## src/gbts_pkg.sv

```systemverilog
// Shared constants, codes and control types for the gap buffer text store.
// No dependencies; every other file imports this package.
package gbts_pkg;

	// Storage geometry
	localparam int CAPACITY = 1024;
	localparam int ADDR_W   = $clog2(CAPACITY);

	// Field widths of the command and response beats
	localparam int CMD_W  = 3;
	localparam int CHAR_W = 8;
	localparam int POS_W  = 11;
	localparam int ST_W   = 3;

	typedef enum logic [CMD_W-1:0] {
		CMD_INSERT    = 3'd0,
		CMD_BACKSPACE = 3'd1,
		CMD_DELETE    = 3'd2,
		CMD_MOVE      = 3'd3,
		CMD_READ      = 3'd4
	} cmd_t;

	typedef enum logic [ST_W-1:0] {
		ST_OK      = 3'd0,
		ST_FULL    = 3'd1,
		ST_EMPTY   = 3'd2,
		ST_CLAMPED = 3'd3,
		ST_RANGE   = 3'd4
	} status_t;

	typedef enum logic [2:0] {
		S_IDLE,
		S_EXEC,
		S_SHIFT_RD,
		S_SHIFT_WR,
		S_RESP
	} state_t;

	// Controller to datapath commands
	typedef struct packed {
		logic ready;     // take a command beat
		logic capture;   // latch the accepted beat
		logic edit;      // apply insert/backspace/delete and load the response
		logic setup;     // resolve move target or issue read lookup
		logic shift_rd;  // fetch the byte that crosses the gap
		logic shift_wr;  // store it on the far side and step the gap
		logic respond;   // load the response of a move or read
	} ctl_t;

	// Datapath to controller status
	typedef struct packed {
		logic [CMD_W-1:0] op;
		logic             out_free;
		logic             move_none;
		logic             shift_last;
	} sts_t;

endpackage

```

## src/gbts_ctrl.sv

```systemverilog
// Command sequencer for the gap buffer text store.
// Depends on gbts_pkg; drives ctl_t commands into gbts_dp, reads sts_t back.
module gbts_ctrl import gbts_pkg::*; (
	input  logic clk,
	input  logic arst_n,
	input  logic req_valid,
	input  sts_t sts,
	output ctl_t ctl
);

	state_t state_q;
	state_t state_n;
	cmd_t   op;

	assign op = cmd_t'(sts.op);

	// State register
	always_ff @(posedge clk or negedge arst_n) begin
		if (!arst_n) begin
			state_q <= S_IDLE;
		end else begin
			state_q <= state_n;
		end
	end

	// Next state
	always_comb begin
		state_n = state_q;
		unique case (state_q)
			S_IDLE: begin
				if (req_valid) begin
					state_n = S_EXEC;
				end
			end
			S_EXEC: begin
				priority if (op == CMD_MOVE) begin
					state_n = sts.move_none ? S_RESP : S_SHIFT_RD;
				end else if (op == CMD_READ) begin
					state_n = S_RESP;
				end else if (sts.out_free) begin
					state_n = S_IDLE;
				end
			end
			S_SHIFT_RD: state_n = S_SHIFT_WR;
			S_SHIFT_WR: state_n = sts.shift_last ? S_RESP : S_SHIFT_RD;
			S_RESP: begin
				if (sts.out_free) begin
					state_n = S_IDLE;
				end
			end
			default: state_n = S_IDLE;
		endcase
	end

	// Outputs
	always_comb begin
		ctl = '0;
		unique case (state_q)
			S_IDLE: begin
				ctl.ready   = 1'b1;
				ctl.capture = req_valid;
			end
			S_EXEC: begin
				priority if (op == CMD_MOVE || op == CMD_READ) begin
					ctl.setup = 1'b1;
				end else begin
					ctl.edit = sts.out_free;
				end
			end
			S_SHIFT_RD: ctl.shift_rd = 1'b1;
			S_SHIFT_WR: ctl.shift_wr = 1'b1;
			S_RESP:     ctl.respond  = sts.out_free;
			default:    ctl = '0;
		endcase
	end

`ifndef SYNTHESIS
	// A response is loaded only into a free output slot
	assert property (@(posedge clk) disable iff (!arst_n)
		(ctl.edit || ctl.respond) |-> sts.out_free)
		else $error("response loaded into busy output slot");

	// Every byte fetch is followed by its store
	assert property (@(posedge clk) disable iff (!arst_n)
		ctl.shift_rd |=> ctl.shift_wr)
		else $error("gap shift fetch without store");

	// A captured command always moves the sequencer into S_EXEC
	assert property (@(posedge clk) disable iff (!arst_n)
		ctl.capture |=> (state_q == S_EXEC))
		else $error("captured command not executed");
`endif

endmodule

```

## config.mk

```make
export PLATFORM = sky130hd
export DESIGN_NAME = gbts_ctrl
export DESIGN_NICKNAME = d
export VERILOG_FILES = /design/src/gbts_pkg.sv /design/src/gbts_ctrl.sv
export SDC_FILE = /design/constraint.sdc
export NUM_CORES = 1
export LEC_CHECK = 0
export ABC_AREA = 1
export BUFFER_PORTS_ARGS = -buffer_cell sky130_fd_sc_hd__buf_2
export CAP_MARGIN = 20
export CELL_PAD_IN_SITES_DETAIL_PLACEMENT = 0
export CELL_PAD_IN_SITES_GLOBAL_PLACEMENT = 1
export CORE_AREA = 2 2 39 41
export CTS_CLUSTER_SIZE = 20
export DETAILED_ROUTE_END_ITERATION = 12
export DIE_AREA = 0 0 41 43
export GPL_TIMING_DRIVEN = 0
export PLACE_DENSITY_LB_ADDON = 0.1
export SLEW_MARGIN = 15
export SYNTH_ARGS = -nofsm -noshare
export SYNTH_HDL_FRONTEND = slang
export SYNTH_SLANG_ARGS = --single-unit
```

## constraint.sdc

```tcl
create_clock -name clk -period 2 [get_ports clk]
set_input_delay 0.1 -clock clk [delete_from_list [all_inputs] [get_ports clk]]
set_output_delay 0.1 -clock clk [all_outputs]
set_load 0.02 [all_outputs]
```

==> impl_metrics.tcl <==
set metrics [dict create \
    status "completed" \
    fin_crit_ns 1.462 \
    yosysTopAreaCell "dfrtp_1" \
    cts_max_path_buffers 2 \
    yosysTopAreaCellShare_pct 26.91 \
    top_register "state_q" \
    cts_setup_buffers 0 \
    power_density_nw_per_um2 1390 \
    hold_viol 0 \
    syn_nets 53 \
    final_layout_size_suffix_gt1_share_pct 39.06 \
    min_from "req_valid" \
    whs_ns 0.1849 \
    ir_drop_v 0.0003390 \
    drtIter0Drc 12 \
    rsz0062_at_grt "false" \
    antenna_cells 0 \
    max-cap-violations 0 \
    htreeDepth 1 \
    max_freq_mhz 683.8 \
    slew-limit-headroom_pct 81.58 \
    final_util_pct 29.66 \
    start_util_pct 20.16 \
    reg.largest.list "state_q (3)" \
    vias 339 \
    gp_congestion 0.6620 \
    syn_avg_cell_area_um2 6.341 \
    critPathArrivalTime_ns 1.36 \
    insertion_delay_ns 0.24 \
    drt-total-wl_um 770 \
    drv_slew 0 \
    cts_root_buf "clkbuf_4" \
    avgViaCountPerCell 4.238 \
    core_area_um2 1384 \
    dpl.hpwl_um 594.9 \
    yosys-top-cells-count "nand2_1 (8), nand3_1 (6), nor2_1 (6), inv_1 (5)" \
    p_leak_nw 0.2330 \
    synthesis.area_um2 279.0 \
    setup_viol_count_final 0 \
    hold_buffers 1 \
    syn_inst 44 \
    postRouteAntennaNets 0 \
    grt_pass1_wl_mm 1.138 \
    largest_reg_flops 3 \
    yosys_warnings 0 \
    worst_pin_slew_ns 0.2748 \
    synth_ff_type "dfrtp_1" \
    synth_most_common_cell "nand2_1" \
    portBuffers 15 \
    end_kind "output port" \
    cts_tree "built" \
    drc 0 \
    r2r-start "state_q[2]$_DFFE_PN0P_" \
    dieArea_um2 1763 \
    cts_resized 0 \
    final.setup.tns_ns 0 \
    antenna_found_initial 0 \
    layout.nets 74 \
    fp-row-count 14 \
    grt_max_degree 10 \
    die_height_um 43 \
    dieWidth_um 41 \
    grt_usage_pct 9.457 \
    synth-seq-cells 3 \
    synth_edf_count 0 \
    synth_area_leaders "dfrtp_1 (27%), nand3_1 (11%), nand2_1 (11%)" \
    grt_pass1_vias 301 \
    critical_path_class "register to output port" \
    skew_ns 0.003228 \
    crit_fanout 9 \
    cts_num_sinks 3 \
    syn2layout_area_growth_pct 47.09 \
    synth.distinct_cells 14 \
    critPathLaunchType "register" \
    fin_crit_sh_pct 73.12 \
    worstPathRequired_ns 1.90 \
    grt-ovfl-total 0 \
    wire_per_inst_um 9.625 \
    ios 16 \
    async_flop_share_pct 100.0 \
    dr.pass1.iters 4 \
    crit_path_start "state_q[2]$_DFFE_PN0P_" \
    min_path_type "input port to register" \
    synth.yosys.seq_area_share_pct 26.91 \
    cts_inserted_buffers 3 \
    clkTransAtPathRegs_ns 0.04 \
]
==> per-stage QoR <==
step,setup WS (ns),area [um^2],power (mW),std cells
final,0.5376,410.4,0.5706,80
after CTS,0.5438,410.4,0.5786,80
after global placement,0.7902,374.1,0.4730,75
after detailed placement,0.8046,374.1,0.4651,75
after global routing,0.4389,410.4,0.6220,80
after floorplan,0.7740,279.0,0.3697,44
==> layout make-up <==
type | instances | area, um^2
Buffer | 1 | 11.26
Clock buffer | 4 | 26.28
Fill cell | 161 | 973.4
Inverter | 8 | 30.03
Multi-Input combinational cell | 32 | 162.7
Sequential cell | 3 | 75.07
Tap cell | 16 | 20.02
Timing Repair Buffer | 16 | 85.08
==> where the power goes <==
part           leakage, nW  switching [mW]  total [mW]  internal, mW
combinational        0.180           0.222       0.343         0.121
sequential          0.0382          0.0295       0.119        0.0899
clock               0.0150          0.0332       0.108        0.0749
==> worst max-delay path, stage by stage, from the launching register on <==
cell	delay (ns)
dfrtp_1	0.36
buf_6	0.14
nor3_2	0.28
inv_2	0.07
nor2_1	0.11
buf_2	0.17
==> per-layer routing <==
layer	share of wire (%)	track usage (%)	wire length, um	vias to the layer above
met4	0	4.000	0	0
met2	48	13.75	366	11
met1	45	12.30	343	144
met3	7.7	3.141	59	0
li1	-	-	-	184
met5	0	0	0	-
==> kinds of logic (layout without fill, tap and decap cells) <==
logic type	after synthesis	in the layout	synth area share, %
AO/OA/AOI/OAI	3	3	6.724
buffers and inverters	9	29	14.80
flip-flops	3	3	26.91
AND/OR/NAND/NOR	29	29	51.57
==> layout by cell type (no fill, tap or decap) <==
| cell type | n |
|---|---|
| buf_2 | 15 |
| nand2_1 | 8 |
| nor2_1 | 6 |
| nand3_1 | 6 |
| inv_1 | 5 |
| inv_2 | 3 |
| nor3_1 | 3 |
| nand4_1 | 3 |
| clkbuf_4 | 3 |
| dfrtp_1 | 3 |
| nor3_2 | 2 |
| buf_6 | 1 |
| nor3b_1 | 1 |
| a21oi_2 | 1 |
| o21ai_1 | 1 |
| a21oi_1 | 1 |
| clkbuf_1 | 1 |
| dlygate4sd3_1 | 1 |
==> path summary, 6_finish.rpt <==
path                       cells after the start  slack, ns                      to
max                                            5       0.54                  ctl[4]
min                                            3       0.18  state_q[0]$_DFFE_PN0P_
max reg2reg                                    4       0.96  state_q[2]$_DFFE_PN0P_
min reg2reg                                    1       0.55  state_q[0]$_DFFE_PN0P_
max in group asynchronous                      2       1.69  state_q[2]$_DFFE_PN0P_
min in group asynchronous                      2       0.20  state_q[1]$_DFFE_PN0P_
Power figures use the tool's default switching activity.
